--- src/fifo_multi_server_dispatcher_top_macros.svh ---
// assertion macros of the dispatcher, used by the queue module
`ifndef FIFO_MULTI_SERVER_DISPATCHER_TOP_MACROS_SVH
`define FIFO_MULTI_SERVER_DISPATCHER_TOP_MACROS_SVH

// same-cycle implication, sampled on clk, off during rst
`define FMSD_ASSERT_NOW(lbl, ante, cons, msg) \
  lbl: assert property (@(posedge clk) disable iff (rst) (ante) |-> (cons)) \
    else $error(msg);

// next-cycle implication, sampled on clk, off during rst
`define FMSD_ASSERT_NEXT(lbl, ante, cons, msg) \
  lbl: assert property (@(posedge clk) disable iff (rst) (ante) |=> (cons)) \
    else $error(msg);

`endif

--- src/fmsd_pkg.sv ---
// types, constants and codes of the fifo multi-server dispatcher
`timescale 1ns / 1ps

package fmsd_pkg;

  localparam int NUM_SERVERS = 8;
  localparam int QUEUE_DEPTH = 64;

  localparam int PTR_W     = (QUEUE_DEPTH > 1) ? $clog2(QUEUE_DEPTH) : 1;
  localparam int QCNT_W    = $clog2(QUEUE_DEPTH + 1);
  localparam int SRV_IDX_W = (NUM_SERVERS > 1) ? $clog2(NUM_SERVERS) : 1;
  localparam int SRV_CNT_W = $clog2(NUM_SERVERS + 1);

  localparam int PADDR_W   = 3;
  localparam int REG_IDX_W = 1;
  localparam logic [REG_IDX_W-1:0] REG_SERVERS_IN_USE = 1'b0;
  localparam logic [3:0] SERVERS_IN_USE_RESET = 4'd8;

  localparam logic REQ_ARRIVAL = 1'b0;
  localparam logic REQ_TICK    = 1'b1;

  localparam logic [1:0] KIND_ACCEPT  = 2'd0;
  localparam logic [1:0] KIND_DROP    = 2'd1;
  localparam logic [1:0] KIND_ASSIGN  = 2'd2;
  localparam logic [1:0] KIND_SUMMARY = 2'd3;

  typedef struct packed {
    logic        req_type;
    logic [15:0] job_id;
    logic [15:0] service_time;
  } in_t;

  typedef struct packed {
    logic [1:0]  kind;
    logic [15:0] out_job_id;
    logic [3:0]  server_number;
    logic [31:0] wait_ticks;
    logic [3:0]  completed_count;
    logic [31:0] clock_value;
    logic        last;
  } out_t;

  typedef struct packed {
    logic [15:0] id;
    logic [15:0] svc;
    logic [31:0] stamp;
  } job_t;

  // signals that ripple along the row of server cells
  typedef struct packed {
    logic                 offer;
    logic [SRV_IDX_W-1:0] pick;
    logic [SRV_CNT_W-1:0] done_cnt;
  } link_t;

endpackage

--- src/fmsd_cell.sv ---
// one server cell: remaining-time counter, claim of an offered job, completion count
`timescale 1ns / 1ps

module fmsd_cell (
  input  logic                           clk,
  input  logic                           rst,
  input  logic [fmsd_pkg::SRV_IDX_W-1:0] cell_num,
  input  logic                           in_use,
  input  logic                           tick,
  input  logic [15:0]                    svc,
  input  fmsd_pkg::link_t                link_in,
  output fmsd_pkg::link_t                link_out
);

  logic [15:0] remaining;
  logic        free;
  logic        take;
  logic        finishing;

  assign free      = (remaining == 16'd0);
  assign take      = link_in.offer && free && in_use;
  assign finishing = tick && (remaining == 16'd1);

  always_comb begin
    link_out          = link_in;
    // the first free cell in use claims the job and stops the offer
    if (take) begin
      link_out.offer = 1'b0;
      link_out.pick  = cell_num;
    end
    link_out.done_cnt = link_in.done_cnt + fmsd_pkg::SRV_CNT_W'(finishing);
  end

  always_ff @(posedge clk) begin
    if (rst) begin
      remaining <= 16'd0;
    end else if (take) begin
      remaining <= svc;
    end else if (tick && !free) begin
      remaining <= remaining - 16'd1;
    end
  end

endmodule

--- config.mk ---
export PLATFORM = sky130hd
export DESIGN_NAME = fmsd_cell
export DESIGN_NICKNAME = d
export VERILOG_FILES = /design/src/fifo_multi_server_dispatcher_top_macros.svh /design/src/fmsd_pkg.sv /design/src/fmsd_cell.sv
export SDC_FILE = /design/constraint.sdc
export NUM_CORES = 1
export LEC_CHECK = 0
export BUFFER_PORTS_ARGS = -buffer_cell sky130_fd_sc_hd__buf_2
export CORE_MARGIN = 5
export CORE_UTILIZATION = 35
export CTS_CLUSTER_SIZE = 12
export DETAILED_ROUTE_END_ITERATION = 10
export PLACE_DENSITY_LB_ADDON = 0.05
export RECOVER_POWER = 50
export SLEW_MARGIN = 20
export SYNTH_ARGS = -nofsm -noshare
export SYNTH_HDL_FRONTEND = slang
export SYNTH_SLANG_ARGS = --single-unit
--- constraint.sdc ---
create_clock -name clk -period 3.5 [get_ports clk]
set_input_delay 0 -clock clk [delete_from_list [all_inputs] [get_ports clk]]
set_output_delay 0 -clock clk [all_outputs]
set_load 0.01 [all_outputs]
==> flow_summary.toml <==
[clock_tree]
clkSinkCount = 16
numCtsBuffers = 3
path_clk_slew_ns = 0.10
cts_tree = "built"
clkLatencyLatePin_ns = 0.29
root_buffer = "clkbuf_4"
cts_resized = 0
clk_path_buf_depth = 2
cts_htree_levels = 1
post_cts_buffers = 0
cts_hold_buf = 13

[worst_setup_path]
cp.required_ns = 3.50
critPathCaptureType = "output pin"
cp_data_arrival_time_ns = 2.50
crit_fanout = 7
critical_path_class = "flip-flop to output pin"
worst_setup_path_start_kind = "flip-flop"

[layout]
top_register = "remaining"
area_delta_synth_final_pct = 33.3
fin_util_pct = 48.0
final_nets = 223
layout_common_cells = "buf_2 (35), nand2_1 (24), dfxtp_1 (16)"
drive_gt1_share_pct = 25.1
num_antenna_cells = 0
layout_commonest_cell = "buf_2"
design_area_mm2 = 0.00144
largest_register_ffs = 16
reg_top3 = "remaining x16"

[floorplanning]
die-area_mm2 = 0.00430
initial_utilization_pct = 36.0
core_area_mm2 = 0.00300
fp.dieH_um = 65.6
dieWidth_um = 65.6
num_rows = 20
io_pins = 39

[yosys]
synth_warnings = 0
netlist_area_mm2 = 0.00108
syn_inst = 136
synth_compound_area_share_pct = 16.8
synth-adder-area-share_pct = 4.63
synth_top_family_by_area = "simple AND/OR/NAND/NOR gates"
synth_xor_area_share_pct = 8.10
ys_seq_area_share_pct = 29.6
synthMuxAreaShare_pct = 0.926
async_flop_share_pct = 0
ys_seq_elements = 16
yosys.area_share.simple_pct = 36.5
synth.distinct_cells = 36
synthFlopType = "dfxtp_1"
synth_edf_count = 0
synth_nets = 171
avgSynthCellArea_um2 = 7.95

[global_route]
grt_pass1_vias = 1117
grt_max_degree = 17
top_usage_layer = "met2"
grt_pass1_wl_mm = 4.97
track_usage_pct = 14.7
gr-usage-met3_pct = 2.56
grt-ovfl-total = 0
grtUsageMet1_pct = 18.2
grt_antenna_before_repair = 0
met2_usage_pct = 25.5

[power]
p_total_mw = 1.24
power_leakage_nw = 0.604
powerDensity_mw_per_mm2 = 863
ir_drop_mv = 0.395

[sta]
finalSetupTns_ns = 0
rsz0062_at_grt = "false"
timing.final.max_slew_violations = 0
relSlewSlack_pct = 49.2
worst_pin_slew_ns = 0.760
fin_hold_ws_ns = 0.0547
min_period_over_period_pct = 71.3
finalSetupViolCount = 0
min_period_ns = 2.50
hold_viol_final = 0
fmax_ghz = 0.401
skew_ns = 0.00310

[drt]
wl_per_cell_um = 12.9
vias_per_cell = 5.20
antenna_violating_nets_post_route = 0
drtIter0Drc = 39
drt_wl_total_mm = 2.83
drtPass1Iterations = 4
drc_errors = 0
num_vias = 1143

[place]
io_buffers = 38
hpwl_mm = 2.17
postPlaceCellArea_mm2 = 0.00128
gp_congestion = 0.738

[job]
max-cap-violations = 0

[worst_hold_path]
holdCritPathClass = "primary input to flip-flop"

[outcome]
status = "complete, no violations"
## per-layer routing
metal | vias to the layer above | wire length [um]
li1 | 598 | -
met1 | 524 | 1280
met2 | 17 | 1420
met5 | - | 0
met3 | 4 | 97
met4 | 0 | 29
## final timing paths
| check | start | to | slack [ns] | depth (start not counted) |
|---|---|---|---|---|
| setup / recovery | remaining[0] | link_out[7] | 1.00 | 7 |
| hold / removal | svc[5] | remaining[5] | 0.05 | 4 |
| setup reg to reg | remaining[0] | remaining[4] | 1.01 | 7 |
| hold reg to reg | remaining[15] | remaining[15] | 0.51 | 2 |
## worst max-delay path, stage by stage (launching register included)
cell and delay [ns]:
dfxtp_1 0.37, inv_1 0.08, ha_1 0.18, or3b_2 0.54
nor4_4 0.41, nand3_1 0.27, and2_1 0.23, buf_2 0.13
## metrics by stage
step | worst slack (ns) | instances
2_1_floorplan | 1.42 | 136
3_3_place_gp | 1.17 | 203
3_5_place_dp | 1.11 | 203
4_1_cts | 0.969 | 220
5_1_grt | 0.775 | 220
6_report | 1.00 | 220
## cells in the mapped netlist (2+ instances only)
cell / n / share of area (%)
a211oi_1: 3 / 2.1
a21oi_1: 14 / 6.5
buf_6: 2 / 2.1
clkbuf_1: 2 / 0.69
dfxtp_1: 16 / 30
ha_1: 4 / 4.6
inv_1: 2 / 0.69
nand2_1: 24 / 8.3
nand3_1: 7 / 3.2
nand4_1: 2 / 1.2
nor2_1: 12 / 4.2
nor3_1: 7 / 3.2
nor3b_1: 2 / 1.4
nor4_1: 6 / 3.5
o21ai_0: 2 / 0.93
or4_4: 3 / 3.1
xnor2_1: 6 / 4.9
xor2_1: 4 / 3.2
## where the power goes
group / leakage [nW] / switching [mW] / internal, mW
sequential: 0.131 / 0.0905 / 0.257
clock: 0.0210 / 0.0602 / 0.0633
combinational: 0.452 / 0.446 / 0.327
total: 0.604 / 0.597 / 0.647
## area by class of cell
| cell class | count | area [um2] |
|---|---|---|
| flip-flops and latches | 16 | 320 |
| inverters | 2 | 7.51 |
| fillers | 329 | 1560 |
| well taps | 33 | 41.3 |
| multi-input cells | 114 | 719 |
| repair buffers | 51 | 317 |
| clock buffers | 4 | 36.3 |
## logic make-up (layout without fill, tap and decap cells)
logic type	after synthesis	count (layout)
AND/OR/NAND/NOR	73	73
AO/OA/AOI/OAI	26	26
flip-flops	16	16
XOR/XNOR	10	10
buffers and inverters	6	57
multiplexers	1	1
adder cells (fa/ha/maj)	4	4
Note: power is estimated with default switching activity, not from simulation.
