<file path="src/fifo_multi_server_dispatcher_top_macros.svh">
// assertion macros of the dispatcher, used by the queue module
`ifndef FIFO_MULTI_SERVER_DISPATCHER_TOP_MACROS_SVH
`define FIFO_MULTI_SERVER_DISPATCHER_TOP_MACROS_SVH

// same-cycle implication, sampled on clk, off during rst
`define FMSD_ASSERT_NOW(lbl, ante, cons, msg) \
  lbl: assert property (@(posedge clk) disable iff (rst) (ante) |-> (cons)) \
    else $error(msg);

// next-cycle implication, sampled on clk, off during rst
`define FMSD_ASSERT_NEXT(lbl, ante, cons, msg) \
  lbl: assert property (@(posedge clk) disable iff (rst) (ante) |=> (cons)) \
    else $error(msg);

`endif

</file>
<file path="src/fmsd_pkg.sv">
// types, constants and codes of the fifo multi-server dispatcher
`timescale 1ns / 1ps

package fmsd_pkg;

  localparam int NUM_SERVERS = 8;
  localparam int QUEUE_DEPTH = 64;

  localparam int PTR_W     = (QUEUE_DEPTH > 1) ? $clog2(QUEUE_DEPTH) : 1;
  localparam int QCNT_W    = $clog2(QUEUE_DEPTH + 1);
  localparam int SRV_IDX_W = (NUM_SERVERS > 1) ? $clog2(NUM_SERVERS) : 1;
  localparam int SRV_CNT_W = $clog2(NUM_SERVERS + 1);

  localparam int PADDR_W   = 3;
  localparam int REG_IDX_W = 1;
  localparam logic [REG_IDX_W-1:0] REG_SERVERS_IN_USE = 1'b0;
  localparam logic [3:0] SERVERS_IN_USE_RESET = 4'd8;

  localparam logic REQ_ARRIVAL = 1'b0;
  localparam logic REQ_TICK    = 1'b1;

  localparam logic [1:0] KIND_ACCEPT  = 2'd0;
  localparam logic [1:0] KIND_DROP    = 2'd1;
  localparam logic [1:0] KIND_ASSIGN  = 2'd2;
  localparam logic [1:0] KIND_SUMMARY = 2'd3;

  typedef struct packed {
    logic        req_type;
    logic [15:0] job_id;
    logic [15:0] service_time;
  } in_t;

  typedef struct packed {
    logic [1:0]  kind;
    logic [15:0] out_job_id;
    logic [3:0]  server_number;
    logic [31:0] wait_ticks;
    logic [3:0]  completed_count;
    logic [31:0] clock_value;
    logic        last;
  } out_t;

  typedef struct packed {
    logic [15:0] id;
    logic [15:0] svc;
    logic [31:0] stamp;
  } job_t;

  // signals that ripple along the row of server cells
  typedef struct packed {
    logic                 offer;
    logic [SRV_IDX_W-1:0] pick;
    logic [SRV_CNT_W-1:0] done_cnt;
  } link_t;

endpackage

</file>
<file path="src/fmsd_queue.sv">
// job queue: circular buffer in a memory with head, tail and fill count
`timescale 1ns / 1ps
`include "fifo_multi_server_dispatcher_top_macros.svh"

module fmsd_queue (
  input  logic                        clk,
  input  logic                        rst,
  input  logic                        push,
  input  fmsd_pkg::job_t              wr_data,
  input  logic                        pop,
  output fmsd_pkg::job_t              rd_data,
  output logic [fmsd_pkg::QCNT_W-1:0] count
);

  fmsd_pkg::job_t mem [fmsd_pkg::QUEUE_DEPTH];

  logic [fmsd_pkg::PTR_W-1:0] head;
  logic [fmsd_pkg::PTR_W-1:0] tail;

  function automatic logic [fmsd_pkg::PTR_W-1:0] ptr_inc(
    input logic [fmsd_pkg::PTR_W-1:0] p
  );
    if (p == fmsd_pkg::PTR_W'(fmsd_pkg::QUEUE_DEPTH - 1)) begin
      return '0;
    end
    return p + fmsd_pkg::PTR_W'(1);
  endfunction

  always_ff @(posedge clk) begin
    if (push) begin
      mem[tail] <= wr_data;
    end
    rd_data <= mem[head];
  end

  always_ff @(posedge clk) begin
    if (rst) begin
      head  <= '0;
      tail  <= '0;
      count <= '0;
    end else begin
      if (push) begin
        tail <= ptr_inc(tail);
      end
      if (pop) begin
        head <= ptr_inc(head);
      end
      if (push && !pop) begin
        count <= count + fmsd_pkg::QCNT_W'(1);
      end else if (pop && !push) begin
        count <= count - fmsd_pkg::QCNT_W'(1);
      end
    end
  end

  `FMSD_ASSERT_NOW(a_count_bound, 1'b1, count <= fmsd_pkg::QCNT_W'(fmsd_pkg::QUEUE_DEPTH), "queue count above depth")
  `FMSD_ASSERT_NOW(a_pop_nonempty, pop, count != '0, "pop from empty queue")
  `FMSD_ASSERT_NEXT(a_push_grows, push && !pop, count == $past(count) + fmsd_pkg::QCNT_W'(1), "push did not grow count")
  `FMSD_ASSERT_NOW(a_empty_ptrs, count == '0, head == tail, "empty queue with pointers apart")

endmodule

</file>
<file path="config.mk">
export PLATFORM = sky130hd
export DESIGN_NAME = fmsd_queue
export DESIGN_NICKNAME = d
export VERILOG_FILES = /design/src/fmsd_pkg.sv /design/src/fmsd_queue.sv
export VERILOG_INCLUDE_DIRS = /design/src /design/src/src
export SDC_FILE = /design/constraint.sdc
export NUM_CORES = 2
export LEC_CHECK = 0
export BUFFER_PORTS_ARGS = -buffer_cell sky130_fd_sc_hd__buf_2
export CAP_MARGIN = 20
export CORE_MARGIN = 5
export CORE_UTILIZATION = 40
export CTS_CLUSTER_SIZE = 12
export DETAILED_ROUTE_END_ITERATION = 7
export PLACE_DENSITY = 0.52
export SLEW_MARGIN = 20
export SYNTH_ARGS = -nofsm -noshare
export SYNTH_HDL_FRONTEND = slang
export SYNTH_SLANG_ARGS = --single-unit
export TNS_END_PERCENT = 10
</file>
<file path="constraint.sdc">
create_clock -name clk -period 11 [get_ports clk]
set_input_delay 1.65 -clock clk [delete_from_list [all_inputs] [get_ports clk]]
set_output_delay 1.65 -clock clk [all_outputs]
set_load 0.01 [all_outputs]
</file>
==> flow_summary.ini <==
[critical_path]
worstSetupStartpointType = flop
path_cells = buf_12 > buf_4 > buf_4 > nand3b_1 > buf_4 > o221ai_1 > a211oi_1 > a211oi_1 > or3_1
crit_slowest_cell = buf_4
arrival_ps = 5470
worstSetupPathType = flop to flop
worstPathRequired_ps = 11890
crit_start = head[0]
r2r_start = head[0]
cp_max_fo = 79
reg2reg_slack_ps = 6410
cp-endpoint = rd_data[54]
cp_slowest_stage_delay_ps = 840
cp_common_cell = buf_4
reg2reg_to = rd_data[54]
r2r_cells = 9
crit_path_end_kind = flop

[cts]
post_cts_buffers = 0
cts_tree = built
cts_buffers = 435
htreeDepth = 5
clockBufferDepth = 4
clkLatencyLatePin_ps = 960
cts_root_buf = clkbuf_16
cts_hold_buf = 0
cts.sink_count = 4179
clk_pin_slew_ps = 60
cts.repair.resized = 0

[finish]
num-nets-final = 7222
drive_gt1_frac = 0.264
areaGrowthSynthToFinish_pct = 13.5

[floorplan]
die_area_sq_um = 405000
chipWidth_microns = 636
rows = 230
fp.dieH_microns = 636
io_pins = 139
coreArea_sq_um = 392000
start_util = 0.401

[power_and_ir_drop]
cellLeakagePower_nw = 54.0
p_per_area_nw_per_um2 = 186
vdd_ir_drop_max_uv = 128
p_total_mw = 33.2

[global_route]
grt_pass1_vias = 76700
grt_max_degree = 136
grt_pass1_wl_mm = 605
grtUsageTotal = 0.209
antenna_found_initial = 16
grt_overflow_total = 0

[drt]
drtIter0Drc = 8120
drtPass1Iterations = 5
routed_wirelength_mm = 431
vias = 74600
vias_per_cell = 5.86
ant_nets = 0
wl_per_cell_microns = 33.9
remaining_drc_errors = 0

[yosys]
synth_cell_type_count = 53
yosysSeqAreaShare = 0.794
syn_nets = 6815
synth.avg_cell_area_sq_um = 23.3
synth_cells = 6738
syn-cell-area_sq_um = 157000
synth.area.top_cells = edfxtp_1 78%, mux4_2 14%, mux2i_1 1.2%
synth_top_area_frac = 0.784
synth_flop_cell = edfxtp_1
synthArstFlopShare = 0
ys_warn_count = 0
synth_area_leader_cell = edfxtp_1
synth_seq_cells = 4179
synth_edf_count = 4096

[worst_hold_path]
hp-class = flop to flop
hold_start = count[6]

[run]
cap_violations = 0

[sta]
fin_crit_sh = 0.417
final-hold-violation-count = 0
timing.setup.tns_ps = 0
max_freq_ghz = 0.218
fin_worst_skew_ps = 32.7
final-setup-viol-count = 0
worstMarginPinSlew_ps = 1160
rsz0062_at_grt = false
max_slew_margin = 0.228
fin_crit_ps = 4590
finalMaxSlewViolations = 0

[placement]
port_buffers = 138
dp_hpwl_mm = 231
place_congestion = 0.757

[status]
status = completed
## critical path: cells and delay by family (launching register included)
kind / cells / cell delay, ps
simple gates: 2 / 390
compound gates: 3 / 1100
buf+inv: 4 / 2250
flops: 1 / 390
## cell usage in the layout, fill, tap and decap left out, types with 13 or more instances in the layout
| cell | synthesis | routed |
|---|---|---|
| edfxtp_1 | 4096 | 4096 |
| mux4_2 | 946 | 946 |
| clkbuf_16 | 0 | 442 |
| a22oi_1 | 249 | 249 |
| buf_4 | 39 | 234 |
| mux2i_1 | 191 | 191 |
| clkbuf_1 | 199 | 150 |
| buf_2 | 100 | 117 |
| a21oi_1 | 112 | 111 |
| a211oi_1 | 95 | 95 |
| a22o_1 | 85 | 85 |
| dfxtp_1 | 83 | 78 |
| clkinv_1 | 0 | 75 |
| clkinv_2 | 0 | 61 |
| o221ai_1 | 60 | 60 |
| nor2_4 | 0 | 59 |
| a221oi_1 | 46 | 46 |
| nand2_1 | 45 | 43 |
| a211o_1 | 43 | 43 |
| o22ai_1 | 40 | 40 |
| clkbuf_8 | 0 | 32 |
| nand3_1 | 32 | 31 |
| o211ai_1 | 24 | 24 |
| nor2_1 | 80 | 21 |
| or3_1 | 19 | 19 |
| buf_12 | 0 | 15 |
| bufinv_16 | 0 | 13 |
## per-stage QoR
stage / cells / setup WS (ps) / cell area [sq um] / hold WS [ps] / util
after floorplan: 6738 / 1780 / 157000 / 503 / -
after global placement: 11900 / 5690 / 165000 / 477 / 0.420
after detailed placement: 11900 / 5690 / 165000 / 476 / 0.420
after CTS: 12700 / 6260 / 178000 / 484 / 0.454
after global routing: 12700 / 6020 / 178000 / 513 / 0.455
final: 12700 / 6410 / 178000 / 481 / 0.455
## cells in the mapped netlist (3+ instances only)
cell	number
mux2i_1	191
or3_1	19
buf_1	31
a221oi_1	46
inv_1	4
and3_1	3
o21ai_0	4
a21oi_1	112
a31oi_1	3
nor2b_1	12
a21o_1	4
nor4b_1	3
buf_6	28
mux4_2	946
o211ai_1	24
a22o_1	85
a22oi_1	249
a211o_1	43
nand3_1	32
or2_2	3
nand2b_1	5
o22ai_1	40
o221ai_1	60
a211oi_1	95
xor2_1	7
dfxtp_1	83
nand2_1	45
clkbuf_1	199
nand4_1	4
buf_2	100
and2_1	3
ha_1	8
xnor2_1	3
buf_4	39
edfxtp_1	4096
nand3b_1	3
nor3_1	7
nor2_1	80
## flip-flops by register name, indices dropped and copies added (netlist names)
name,count
count,7
head,6
mem,4096
rd_data,64
tail,6
## worst min path at each step
stage,cells after the start,slack [ps],endpoint
floorplan,2,500,count[6]
global placement,2,480,count[6]
detailed placement,2,480,count[6]
CTS,2,480,count[6]
global route,2,510,count[6]
finish,2,480,count[6]
## per-layer routing
metal,track usage,share of wire,up-vias
li1,-,-,30000
met1,0.297,0.43,41400
met2,0.343,0.49,2656
met3,0.0301,0.060,548
met4,0.0506,0.024,2
met5,0.000827,0.000016,-
## area by class of cell
| type | count | area (sq um) |
|---|---|---|
| antenna | 11 | 27.5 |
| clock buffer | 624 | 12100 |
| clock inverter | 170 | 1280 |
| fill | 32400 | 214000 |
| inverter | 4 | 15.0 |
| multi-input combinational | 2158 | 30900 |
| sequential | 4179 | 125000 |
| tap | 5220 | 6530 |
| timing repair buffer | 367 | 2670 |
## cell families after synthesis
kind of cell,share of synthesized area
DFF,0.794
and+or+nand+nor,0.00696
muxes,0.148
buffers and inverters,0.0127
xor gates and xnor gates,0.000558
adders and majority gates,0.000765
AOI/OAI and AO/OA,0.0367
## where the power goes
part | switching (mW) | leakage, nW | total [mW] | internal [mW]
logic | 1.01 | 9.89 | 1.69 | 0.672
registers | 0.0715 | 37.5 | 17.6 | 17.6
clock network | 6.00 | 6.52 | 13.9 | 7.89
Note: power is estimated with default switching activity, not from simulation.
